### src/hdl/oal_pkg.sv
// ----------------------------------------------------------------------------
// oal_pkg - shared types and constants for the ordered array list engine
// Field widths of the request and result channels, operation and status
// codes, and the command word broadcast to the row of list cells.
// ----------------------------------------------------------------------------
package oal_pkg;

  // Fixed field widths of the channels
  localparam int OP_W      = 3;
  localparam int IDX_W     = 4;
  localparam int VAL_W     = 32;
  localparam int STATUS_W  = 2;
  localparam int CNT_OUT_W = 5;
  localparam int CAP_W     = 5;

  // Width of position compares inside the cell row (covers positions and counts up to 511)
  localparam int POS_W = 9;

  localparam logic [CAP_W-1:0] CAP_RESET = 5'd16;

  typedef enum logic [OP_W-1:0] {
    OP_APPEND = 3'd0,
    OP_INSERT = 3'd1,
    OP_EDIT   = 3'd2,
    OP_DELETE = 3'd3,
    OP_READ   = 3'd4,
    OP_FIND   = 3'd5
  } op_t;

  typedef enum logic [STATUS_W-1:0] {
    ST_OK        = 2'd0,
    ST_OVERFLOW  = 2'd1,
    ST_BAD_INDEX = 2'd2
  } status_t;

  // Broadcast to every cell: en marks a request that changes the list
  typedef struct packed {
    logic             en;
    op_t              op;
    logic [POS_W-1:0] idx;
    logic [POS_W-1:0] cnt;
  } cell_cmd_t;

endpackage

### src/hdl/oal_in_if.sv
// ----------------------------------------------------------------------------
// oal_in_if - request channel
// Valid/ready channel carrying one list operation per request.
// ----------------------------------------------------------------------------
interface oal_in_if;
  import oal_pkg::*;

  logic             valid;
  logic             ready;
  logic [OP_W-1:0]  operation;
  logic [IDX_W-1:0] index;
  logic [VAL_W-1:0] data_value;

  modport source (output valid, operation, index, data_value, input ready);
  modport sink   (input valid, operation, index, data_value, output ready);
endinterface

### src/hdl/oal_out_if.sv
// ----------------------------------------------------------------------------
// oal_out_if - result channel
// Valid/ready channel carrying one result per request.
// ----------------------------------------------------------------------------
interface oal_out_if;
  import oal_pkg::*;

  logic                 valid;
  logic                 ready;
  logic [STATUS_W-1:0]  status;
  logic [VAL_W-1:0]     read_value;
  logic                 found;
  logic [IDX_W-1:0]     found_index;
  logic [CNT_OUT_W-1:0] entry_count;
  logic                 is_empty;
  logic                 is_full;

  modport source (output valid, status, read_value, found, found_index,
                  entry_count, is_empty, is_full, input ready);
  modport sink   (input valid, status, read_value, found, found_index,
                  entry_count, is_empty, is_full, output ready);
endinterface

### src/hdl/oal_cfg_if.sv
// ----------------------------------------------------------------------------
// oal_cfg_if - configuration write channel
// Valid/ready channel writing the capacity register.
// ----------------------------------------------------------------------------
interface oal_cfg_if;
  import oal_pkg::*;

  logic             valid;
  logic             ready;
  logic [CAP_W-1:0] capacity_in_use;

  modport source (output valid, capacity_in_use, input ready);
  modport sink   (input valid, capacity_in_use, output ready);
endinterface

### src/hdl/oal_cell.sv
// ----------------------------------------------------------------------------
// oal_cell - one list position
// Holds one entry, decides from the broadcast command whether to load the
// request word or take a neighbor's entry, and flags the first live match.
// ----------------------------------------------------------------------------
module oal_cell #(
  parameter int POS        = 0,
  parameter int DATA_WIDTH = 32
) (
  input  logic                  clk,
  input  oal_pkg::cell_cmd_t    cmd,
  input  logic [DATA_WIDTH-1:0] key,
  input  logic [DATA_WIDTH-1:0] left_val,
  input  logic [DATA_WIDTH-1:0] right_val,
  input  logic                  prior_hit,
  output logic [DATA_WIDTH-1:0] val,
  output logic                  any_hit,
  output logic                  first_hit
);
  import oal_pkg::*;

  localparam logic [POS_W-1:0] MY_POS = POS_W'(POS);

  logic [DATA_WIDTH-1:0] val_r;
  logic [DATA_WIDTH-1:0] val_nxt;
  logic                  live;
  logic                  hit;

  // Pick the next entry from the command
  always_comb begin
    val_nxt = val_r;
    if (cmd.en) begin
      case (cmd.op)
        OP_APPEND: begin
          if (MY_POS == cmd.cnt) val_nxt = key;
        end
        OP_INSERT: begin
          if (MY_POS == cmd.idx) val_nxt = key;
          else if (MY_POS > cmd.idx && MY_POS <= cmd.cnt) val_nxt = left_val;
        end
        OP_EDIT: begin
          if (MY_POS == cmd.idx) val_nxt = key;
        end
        OP_DELETE: begin
          if (MY_POS >= cmd.idx && (MY_POS + POS_W'(1)) < cmd.cnt) val_nxt = right_val;
        end
        default: begin
          val_nxt = val_r;
        end
      endcase
    end
  end

  always_ff @(posedge clk) begin
    val_r <= val_nxt;
  end

  // Match against the key, passing the hit chain on to the next cell
  assign live      = MY_POS < cmd.cnt;
  assign hit       = live && (val_r == key);
  assign first_hit = hit && !prior_hit;
  assign any_hit   = hit || prior_hit;
  assign val       = val_r;

endmodule

### src/hdl/ordered_array_list_engine.sv
// ----------------------------------------------------------------------------
// ordered_array_list_engine - fixed-capacity ordered list of words
// Append, insert, edit, delete, read and find on a row of list cells that
// shift toward their neighbors; every request returns status and count.
// ----------------------------------------------------------------------------
//  channel  | dir | handshake            | payload
//  ---------+-----+----------------------+---------------------------------
//  in_ch    | in  | valid/ready          | operation, index, data_value
//  out_ch   | out | valid/ready          | status, read_value, found,
//           |     |                      | found_index, entry_count,
//           |     |                      | is_empty, is_full
//  cfg_ch   | in  | valid/ready (ready=1)| capacity_in_use
//
//  One request per cycle unless stalled; the cell row and the output register
//  both load at the accepting edge, so the result is valid in the next cycle.
//  Latency is set by the single output register; all cells shift in parallel.
//  Reset clears the count, the output valid and sets capacity to 16; the
//  entries themselves are not cleared.
//  in_ch stalls only while a result is held and out_ch.ready is low.
// ----------------------------------------------------------------------------
module ordered_array_list_engine #(
  parameter int DEPTH      = 16,
  parameter int DATA_WIDTH = 32
) (
  input logic       clk,
  input logic       rst_n,
  oal_in_if.sink    in_ch,
  oal_out_if.source out_ch,
  oal_cfg_if.sink   cfg_ch
);
  import oal_pkg::*;

  localparam int CNT_W = $clog2(DEPTH + 1);

  logic [CNT_W-1:0]     count_r;
  logic [CNT_W-1:0]     count_nxt;
  logic [CAP_W-1:0]     cap_r;
  logic                 out_valid_r;
  status_t              out_status_r;
  logic [VAL_W-1:0]     out_read_r;
  logic                 out_found_r;
  logic [IDX_W-1:0]     out_fidx_r;
  logic [CNT_OUT_W-1:0] out_count_r;
  logic                 out_empty_r;
  logic                 out_full_r;

  logic                  acc;
  logic [POS_W-1:0]      eff_cap;
  logic [POS_W-1:0]      cnt_ext;
  logic [POS_W-1:0]      idx_ext;
  logic [POS_W-1:0]      cnt_calc;
  logic                  full_pre;
  status_t               status_c;
  logic                  wr_c;
  logic [DATA_WIDTH-1:0] key;
  cell_cmd_t             cmd;
  logic [DATA_WIDTH-1:0] cell_val [DEPTH];
  logic                  cell_first [DEPTH];
  logic                  hit_chain [DEPTH+1];
  logic [DATA_WIDTH-1:0] rd_sel;
  logic [POS_W-1:0]      fidx_sel;
  logic [63:0]           rd_wide;

  assign acc     = in_ch.valid && in_ch.ready;
  assign cnt_ext = POS_W'(count_r);
  assign idx_ext = POS_W'(in_ch.index);
  assign key     = DATA_WIDTH'(in_ch.data_value);

  // Clamp the capacity register to 1..DEPTH
  always_comb begin
    if (cap_r == '0) eff_cap = POS_W'(1);
    else if (POS_W'(cap_r) > POS_W'(DEPTH)) eff_cap = POS_W'(DEPTH);
    else eff_cap = POS_W'(cap_r);
  end

  assign full_pre = cnt_ext >= eff_cap;

  // Check the request and work out the new count
  always_comb begin
    status_c = ST_OK;
    wr_c     = 1'b0;
    cnt_calc = cnt_ext;
    case (in_ch.operation)
      OP_APPEND: begin
        if (full_pre) status_c = ST_OVERFLOW;
        else begin
          wr_c     = 1'b1;
          cnt_calc = cnt_ext + POS_W'(1);
        end
      end
      OP_INSERT: begin
        if (idx_ext > cnt_ext) status_c = ST_BAD_INDEX;
        else if (full_pre) status_c = ST_OVERFLOW;
        else begin
          wr_c     = 1'b1;
          cnt_calc = cnt_ext + POS_W'(1);
        end
      end
      OP_EDIT: begin
        if (idx_ext >= cnt_ext) status_c = ST_BAD_INDEX;
        else wr_c = 1'b1;
      end
      OP_DELETE: begin
        if (idx_ext >= cnt_ext) status_c = ST_BAD_INDEX;
        else begin
          wr_c     = 1'b1;
          cnt_calc = cnt_ext - POS_W'(1);
        end
      end
      OP_READ: begin
        if (idx_ext >= cnt_ext) status_c = ST_BAD_INDEX;
      end
      default: begin
        status_c = ST_OK;
      end
    endcase
  end

  assign count_nxt = (acc && wr_c) ? CNT_W'(cnt_calc) : count_r;

  // Broadcast the request to the cell row
  assign cmd.en  = acc && wr_c;
  assign cmd.op  = op_t'(in_ch.operation);
  assign cmd.idx = idx_ext;
  assign cmd.cnt = cnt_ext;

  assign hit_chain[0] = 1'b0;

  for (genvar g = 0; g < DEPTH; g++) begin : g_cell
    oal_cell #(
      .POS        (g),
      .DATA_WIDTH (DATA_WIDTH)
    ) u_cell (
      .clk       (clk),
      .cmd       (cmd),
      .key       (key),
      .left_val  ((g == 0) ? '0 : cell_val[(g == 0) ? 0 : g - 1]),
      .right_val ((g == DEPTH - 1) ? '0 : cell_val[(g == DEPTH - 1) ? g : g + 1]),
      .prior_hit (hit_chain[g]),
      .val       (cell_val[g]),
      .any_hit   (hit_chain[g+1]),
      .first_hit (cell_first[g])
    );
  end

  // Gather the addressed entry and the first match position
  always_comb begin
    rd_sel   = '0;
    fidx_sel = '0;
    for (int i = 0; i < DEPTH; i++) begin
      if (POS_W'(i) == idx_ext) rd_sel = rd_sel | cell_val[i];
      if (cell_first[i]) fidx_sel = fidx_sel | POS_W'(i);
    end
  end

  assign rd_wide = 64'(rd_sel);

  // Hold count and capacity
  always_ff @(posedge clk) begin
    if (!rst_n) begin
      count_r <= '0;
      cap_r   <= CAP_RESET;
    end else begin
      count_r <= count_nxt;
      if (cfg_ch.valid && cfg_ch.ready) cap_r <= cfg_ch.capacity_in_use;
    end
  end

  assign cfg_ch.ready = 1'b1;

  // Output register: advance on accept, drop valid once taken
  always_ff @(posedge clk) begin
    if (!rst_n) begin
      out_valid_r <= 1'b0;
    end else if (acc) begin
      out_valid_r <= 1'b1;
    end else if (out_ch.ready) begin
      out_valid_r <= 1'b0;
    end
  end

  always_ff @(posedge clk) begin
    if (acc) begin
      out_status_r <= status_c;
      out_read_r   <= (in_ch.operation == OP_READ && status_c == ST_OK) ?
                      rd_wide[VAL_W-1:0] : '0;
      out_found_r  <= (in_ch.operation == OP_FIND) && hit_chain[DEPTH];
      out_fidx_r   <= (in_ch.operation == OP_FIND) ? fidx_sel[IDX_W-1:0] : '0;
      out_count_r  <= CNT_OUT_W'(cnt_calc);
      out_empty_r  <= cnt_calc == '0;
      out_full_r   <= cnt_calc >= eff_cap;
    end
  end

  assign in_ch.ready        = !out_valid_r || out_ch.ready;
  assign out_ch.valid       = out_valid_r;
  assign out_ch.status      = out_status_r;
  assign out_ch.read_value  = out_read_r;
  assign out_ch.found       = out_found_r;
  assign out_ch.found_index = out_fidx_r;
  assign out_ch.entry_count = out_count_r;
  assign out_ch.is_empty    = out_empty_r;
  assign out_ch.is_full     = out_full_r;

  // Checks
  a_append_grows: assert property (@(posedge clk) disable iff (!rst_n)
    acc && in_ch.operation == OP_APPEND && !full_pre |=>
      count_r == $past(count_r) + CNT_W'(1))
    else $error("append did not grow the count");

  a_error_keeps_count: assert property (@(posedge clk) disable iff (!rst_n)
    acc && status_c != ST_OK |=> $stable(count_r))
    else $error("rejected request changed the count");

  a_bad_read_reported: assert property (@(posedge clk) disable iff (!rst_n)
    acc && in_ch.operation == OP_READ && idx_ext >= cnt_ext |=>
      out_valid_r && out_status_r == ST_BAD_INDEX && out_read_r == '0)
    else $error("read past the count not reported");

  a_result_follows: assert property (@(posedge clk) disable iff (!rst_n)
    acc |=> out_valid_r && out_count_r == CNT_OUT_W'(count_r))
    else $error("result count does not match list count");

endmodule
### src/flat_wrapper.sv
// flat-port wrapper written by rule: the top's interface ports become plain ports
module ordered_array_list_engine_flat import oal_pkg::*;
#(
  parameter int DEPTH      = 16,
  parameter int DATA_WIDTH = 32
)
  (clk, rst_n, in_ch_valid, in_ch_operation, in_ch_index, in_ch_data_value, in_ch_ready, out_ch_valid, out_ch_status, out_ch_read_value, out_ch_found, out_ch_found_index, out_ch_entry_count, out_ch_is_empty, out_ch_is_full, out_ch_ready, cfg_ch_valid, cfg_ch_capacity_in_use, cfg_ch_ready);
  oal_in_if in_ch_i ();
  oal_out_if out_ch_i ();
  oal_cfg_if cfg_ch_i ();
  input logic clk;
  input logic rst_n;
  input wire logic [$bits(in_ch_i.valid)-1:0] in_ch_valid;
  input wire logic [$bits(in_ch_i.operation)-1:0] in_ch_operation;
  input wire logic [$bits(in_ch_i.index)-1:0] in_ch_index;
  input wire logic [$bits(in_ch_i.data_value)-1:0] in_ch_data_value;
  output wire logic [$bits(in_ch_i.ready)-1:0] in_ch_ready;
  output wire logic [$bits(out_ch_i.valid)-1:0] out_ch_valid;
  output wire logic [$bits(out_ch_i.status)-1:0] out_ch_status;
  output wire logic [$bits(out_ch_i.read_value)-1:0] out_ch_read_value;
  output wire logic [$bits(out_ch_i.found)-1:0] out_ch_found;
  output wire logic [$bits(out_ch_i.found_index)-1:0] out_ch_found_index;
  output wire logic [$bits(out_ch_i.entry_count)-1:0] out_ch_entry_count;
  output wire logic [$bits(out_ch_i.is_empty)-1:0] out_ch_is_empty;
  output wire logic [$bits(out_ch_i.is_full)-1:0] out_ch_is_full;
  input wire logic [$bits(out_ch_i.ready)-1:0] out_ch_ready;
  input wire logic [$bits(cfg_ch_i.valid)-1:0] cfg_ch_valid;
  input wire logic [$bits(cfg_ch_i.capacity_in_use)-1:0] cfg_ch_capacity_in_use;
  output wire logic [$bits(cfg_ch_i.ready)-1:0] cfg_ch_ready;
  assign in_ch_i.valid = in_ch_valid;
  assign in_ch_i.operation = in_ch_operation;
  assign in_ch_i.index = in_ch_index;
  assign in_ch_i.data_value = in_ch_data_value;
  assign in_ch_ready = in_ch_i.ready;
  assign out_ch_valid = out_ch_i.valid;
  assign out_ch_status = out_ch_i.status;
  assign out_ch_read_value = out_ch_i.read_value;
  assign out_ch_found = out_ch_i.found;
  assign out_ch_found_index = out_ch_i.found_index;
  assign out_ch_entry_count = out_ch_i.entry_count;
  assign out_ch_is_empty = out_ch_i.is_empty;
  assign out_ch_is_full = out_ch_i.is_full;
  assign out_ch_i.ready = out_ch_ready;
  assign cfg_ch_i.valid = cfg_ch_valid;
  assign cfg_ch_i.capacity_in_use = cfg_ch_capacity_in_use;
  assign cfg_ch_ready = cfg_ch_i.ready;
  ordered_array_list_engine #(.DEPTH(DEPTH), .DATA_WIDTH(DATA_WIDTH)) u_core (.clk(clk), .rst_n(rst_n), .in_ch(in_ch_i), .out_ch(out_ch_i), .cfg_ch(cfg_ch_i));
endmodule
### config.mk
export PLATFORM = sky130hd
export DESIGN_NAME = ordered_array_list_engine_flat
export DESIGN_NICKNAME = d
export VERILOG_FILES = /design/src/hdl/oal_pkg.sv /design/src/hdl/oal_in_if.sv /design/src/hdl/oal_out_if.sv /design/src/hdl/oal_cfg_if.sv /design/src/hdl/oal_cell.sv /design/src/hdl/ordered_array_list_engine.sv /design/src/flat_wrapper.sv
export SDC_FILE = /design/constraint.sdc
export NUM_CORES = 2
export LEC_CHECK = 0
export ABC_AREA = 1
export BUFFER_PORTS_ARGS = -buffer_cell sky130_fd_sc_hd__buf_2
export CAP_MARGIN = 20
export CORE_AREA = 5 5 287 289
export CTS_BUF_LIST = sky130_fd_sc_hd__clkbuf_16
export DETAILED_ROUTE_END_ITERATION = 12
export DIE_AREA = 0 0 292 294
export PLACE_DENSITY = 0.64
export SLEW_MARGIN = 20
export SYNTH_ARGS = -nofsm -noshare
export SYNTH_HDL_FRONTEND = slang
export SYNTH_SLANG_ARGS = --single-unit
export TNS_END_PERCENT = 100
### constraint.sdc
create_clock -name clk -period 12.2 [get_ports clk]
set_input_delay 0.61 -clock clk [delete_from_list [all_inputs] [get_ports clk]]
set_output_delay 0.61 -clock clk [all_outputs]
set_load 0.05 [all_outputs]
==> metrics.md <==
| Metric | Value |
|---|---|
| Clk_skew | 36.4 ps |
| HP Class | in2reg |
| Ys async rst share | 0% |
| Placed Cells | 5644 |
| Final nets | 4725 |
| Reg2reg setup slack | 7300 ps |
| Status | completed |
| Post-Synthesis Cells | 4758 |
| Largest net degree at the start of global routing | approximately 140 |
| Final antenna-violating net count | 0 |
| H-Tree Level Count | 3 |
| Worst EP required | 12460 ps |
| Routability cong. | roughly 1.1 |
| Port Buf Inserts | 96 |
| Max Freq | 204 MHz |
| Final setup fails | 0 |
| Core Area | 79600 µm² |
| Commonest non-fill, non-tap cell in the layout | nand2_1 |
| Setup TNS | 0 ps |
| Starting Density | 49.4% |
| EDFF count, synth | 558 |
| Relative slew margins | a little under a tenth |
| Critical path peak fanout | 22 |
| Crit-path max cell delay | 1000 ps |
| Synth top area cells | edfxtp_1, nand2_1, o22ai_1, o211ai_1, xnor2_1 |
| Total CTS buffers | 69 |
| Total global routing overflow | 0 |
| Cell-internal power | approximately 3.6 mW |
| Clock Latency Late Sink | between 600 and 700 ps |
| Worst-path clk slew | roughly 60 ps |
| Clk sink count | 569 |
| Share of layout cells above drive strength 1 | 8.33% |
| Most common cell on crit path | nand2_1 |
| Max Slew Vio Count | 0 |
| Vias post-DR | 43300 |
| Crit end category | flip-flop |
| Pleak | 15.9 nW |
| First-pass GRT wire length | 321000 µm |
| Critical path class | reg2reg |
| Filler cell count | 7695 |
| WL final | around 240000 µm |
| CTS resizes | 0 |
| Initial antenna violation count | 19 |
| Sequential share of power | 43.0% |
| Bufs and invs on worst path | 2 |
| DIE WIDTH | 292 µm |
| Die area | 85800 µm² |
| Hold buffer count at cts | 0 |
| CTS Buffer Depth | 3 |
| Critical-path cell list | inv_2 > ha_1 > a21oi_1 > o21a_1 > nand2_1 > nand2_1 > nand2_2 > nand2_2 > nand2_1 > o21ai_2 > nand3_2 > nor2_4 > buf_4 |
| Clock network power share | 38.6% |
| Root buf cell | clkbuf_16 |
| Comb pwr share | between 15 and 20% |
| I/O pins | 98 |
| Power per cell area | 125 nW/µm² |
| GRT Overall Usage | a little over half |
| #FFs+latches synth | 569 |
| Mean area per synthesized cell | approximately 8.3 µm² |
| Critical Path Start Type | flip-flop |
| DR iter-0 viols | between 9000 and 10000 |
| Arrival @ worst endpoint | 5160 ps |
| Synth unique cells | 58 |
| Synthesized area | around 39000 µm² |
| Number of setup buffers added after CTS | 0 |
| Sw frac | 32.6% |
| Area occupied by multi-input gates | between 15000 and 20000 µm² |
| Main synth FF type | edfxtp_1 |
| DRC Markers | 0 |
| Commonest non-fill, non-tap cells in the layout | nand2_1, edfxtp_1, o22ai_1 |
| Final min period | roughly 4900 ps |
| Synth warn | 0 |
| Cell taking the most area after synthesis | edfxtp_1 |
| Critical path's slowest cell | nor2_4 |
| Hold Fails Final Rpt | 0 |
| CTS tree | yes |
| RSZ-0062 raised after global routing | no |
| MaxCap Viol Count | 0 |
| Yosys top cell area share | 42.6% |
| Avg WL per Cell | 41.3 µm |
| Final period utilization | approximately two fifths |
| DP HPWL | 163000 µm |
| Vias in the first global route | 38600 |
| Die Y | between 200 and 300 µm |
| Avg Vias per Cell | 7.50 |
| Final non-filler cell total | approximately 5800 |
| Delay-heaviest family, CP | simple AND/OR/NAND/NOR gates |
| VDD IR max | 0.118 mV |
| Drt first pass iters | 10 |
| Post-Syn Nets | 4826 |
| Area Overhead vs Synth | 7.94% |
| Slew @ Worst Pin | 1350 ps |
| Row cnt | 104 |
| Register area | 17000 µm² |
| Sequential fraction of the synthesis area | 43.1% |
| Psw | between 1.5 and 2 mW |
power groups by stage:
stage | sequential, mW | clock [mW] | combinational, mW
floorplan | 2.34 | 0 | 0.503
global placement | 2.33 | 0 | 0.905
detailed placement | 2.33 | 0 | 0.908
CTS | 2.29 | 2.03 | 0.911
global route | 2.29 | 2.11 | 0.981
finish | 2.29 | 2.06 | 0.984
worst reg2reg max path: cells and delay by family, from the launching register on:
kind	cells	cell delay, ps
adder cells (fa/ha/maj)	1	380
AND/OR/NAND/NOR	7	2120
AO/OA/AOI/OAI	3	390
buffers and inverters	2	800
flip-flops	1	800
cell usage after synthesis, types with 16 or more instances:
cell type    n
nand3_1    218
o221ai_1    41
nor2_2      16
buf_4       67
nand2_1    986
nor2_1     342
clkbuf_1   162
o2111ai_1   17
buf_6       23
nand4_1     78
o21ai_0    167
a221oi_1    65
buf_1       35
ha_1        19
a21oi_1     64
inv_1      494
o22ai_1    552
edfxtp_1   558
nor3_1      29
xnor2_1    228
xor2_1      65
buf_2       73
inv_2       20
o211ai_1   328
path summary, 6_finish.rpt:
kind	from	to	cells after the start
min	cfg_ch_capacity_in_use[0]	u_core.cap_r[0]$_SDFFE_PN0P_	3
max	u_core.count_r[2]$_SDFFE_PN0P_	u_core.g_cell[2].u_cell.val[13]$_DFFE_PP_	13
max reg2reg	u_core.count_r[2]$_SDFFE_PN0P_	u_core.g_cell[2].u_cell.val[13]$_DFFE_PP_	13
min reg2reg	u_core.cap_r[2]$_SDFFE_PN0P_	u_core.cap_r[2]$_SDFFE_PN0P_	2
layer usage:
| layer | global-route usage, % | part of all wire, % | routed length [µm] |
|---|---|---|---|
| met2 | 71.6 | 38 | 91400 |
| met5 | 0.665 | 0.062 | 148 |
| met1 | 65.1 | 33 | 79300 |
| met3 | 25.2 | 18 | 42900 |
| met4 | 40.3 | 10 | 25100 |
logic make-up (layout without fill, tap and decap cells):
| kind of cell | after synthesis | in the layout | synth area share [%] |
|---|---|---|---|
| and+or+nand+nor | 1712 | 1712 | 18.3 |
| AOI/OAI and AO/OA | 1282 | 1282 | 21.7 |
| buffers and inverters | 882 | 831 | 9.74 |
| DFF | 569 | 569 | 43.1 |
| xor gates and xnor gates | 293 | 293 | 6.52 |
| adders and majority gates | 19 | 19 | 0.604 |
| other | 1 | 15 | 0.00953 |
metrics by stage:
step | setup WS [ps] | hold WS (ps) | total power [mW] | cell area (µm²) | util [%]
2_1_floorplan | 4240 | 477 | 2.84 | 39400 | -
3_3_place_gp | 7450 | 511 | 3.23 | 40300 | 50.6
3_5_place_dp | 7450 | 521 | 3.23 | 40300 | 50.6
4_1_cts | 7380 | 223 | 5.23 | 42400 | 53.3
5_1_grt | 7170 | 252 | 5.38 | 42500 | 53.3
6_report | 7300 | 233 | 5.33 | 42500 | 53.4
cell type report:
cell class	instances	share of cell area (%)
timing repair buffer	188	2.79
inverter	522	4.64
tap	1060	3.12
antenna	14	0.0825
multi-input combinational	3307	44.4
clock inverter	47	0.639
clock buffer	74	4.36
sequential	569	40.0
sequential cells by signal, summed over array words and instances, names as in the netlist:
name                       count
u_core.count_r                 5
u_core.out_ch.entry_count      5
u_core.out_ch.found_index      4
u_core.out_ch.read_value      32
u_core.out_ch.is_full          1
u_core.cap_r                   5
u_core.out_ch.is_empty         1
u_core.g_cell.u_cell.val     512
u_core.out_ch.status           2
u_core.out_ch.found            1
u_core.out_ch.valid            1
No activity file was read; power rests on OpenSTA's default activity.
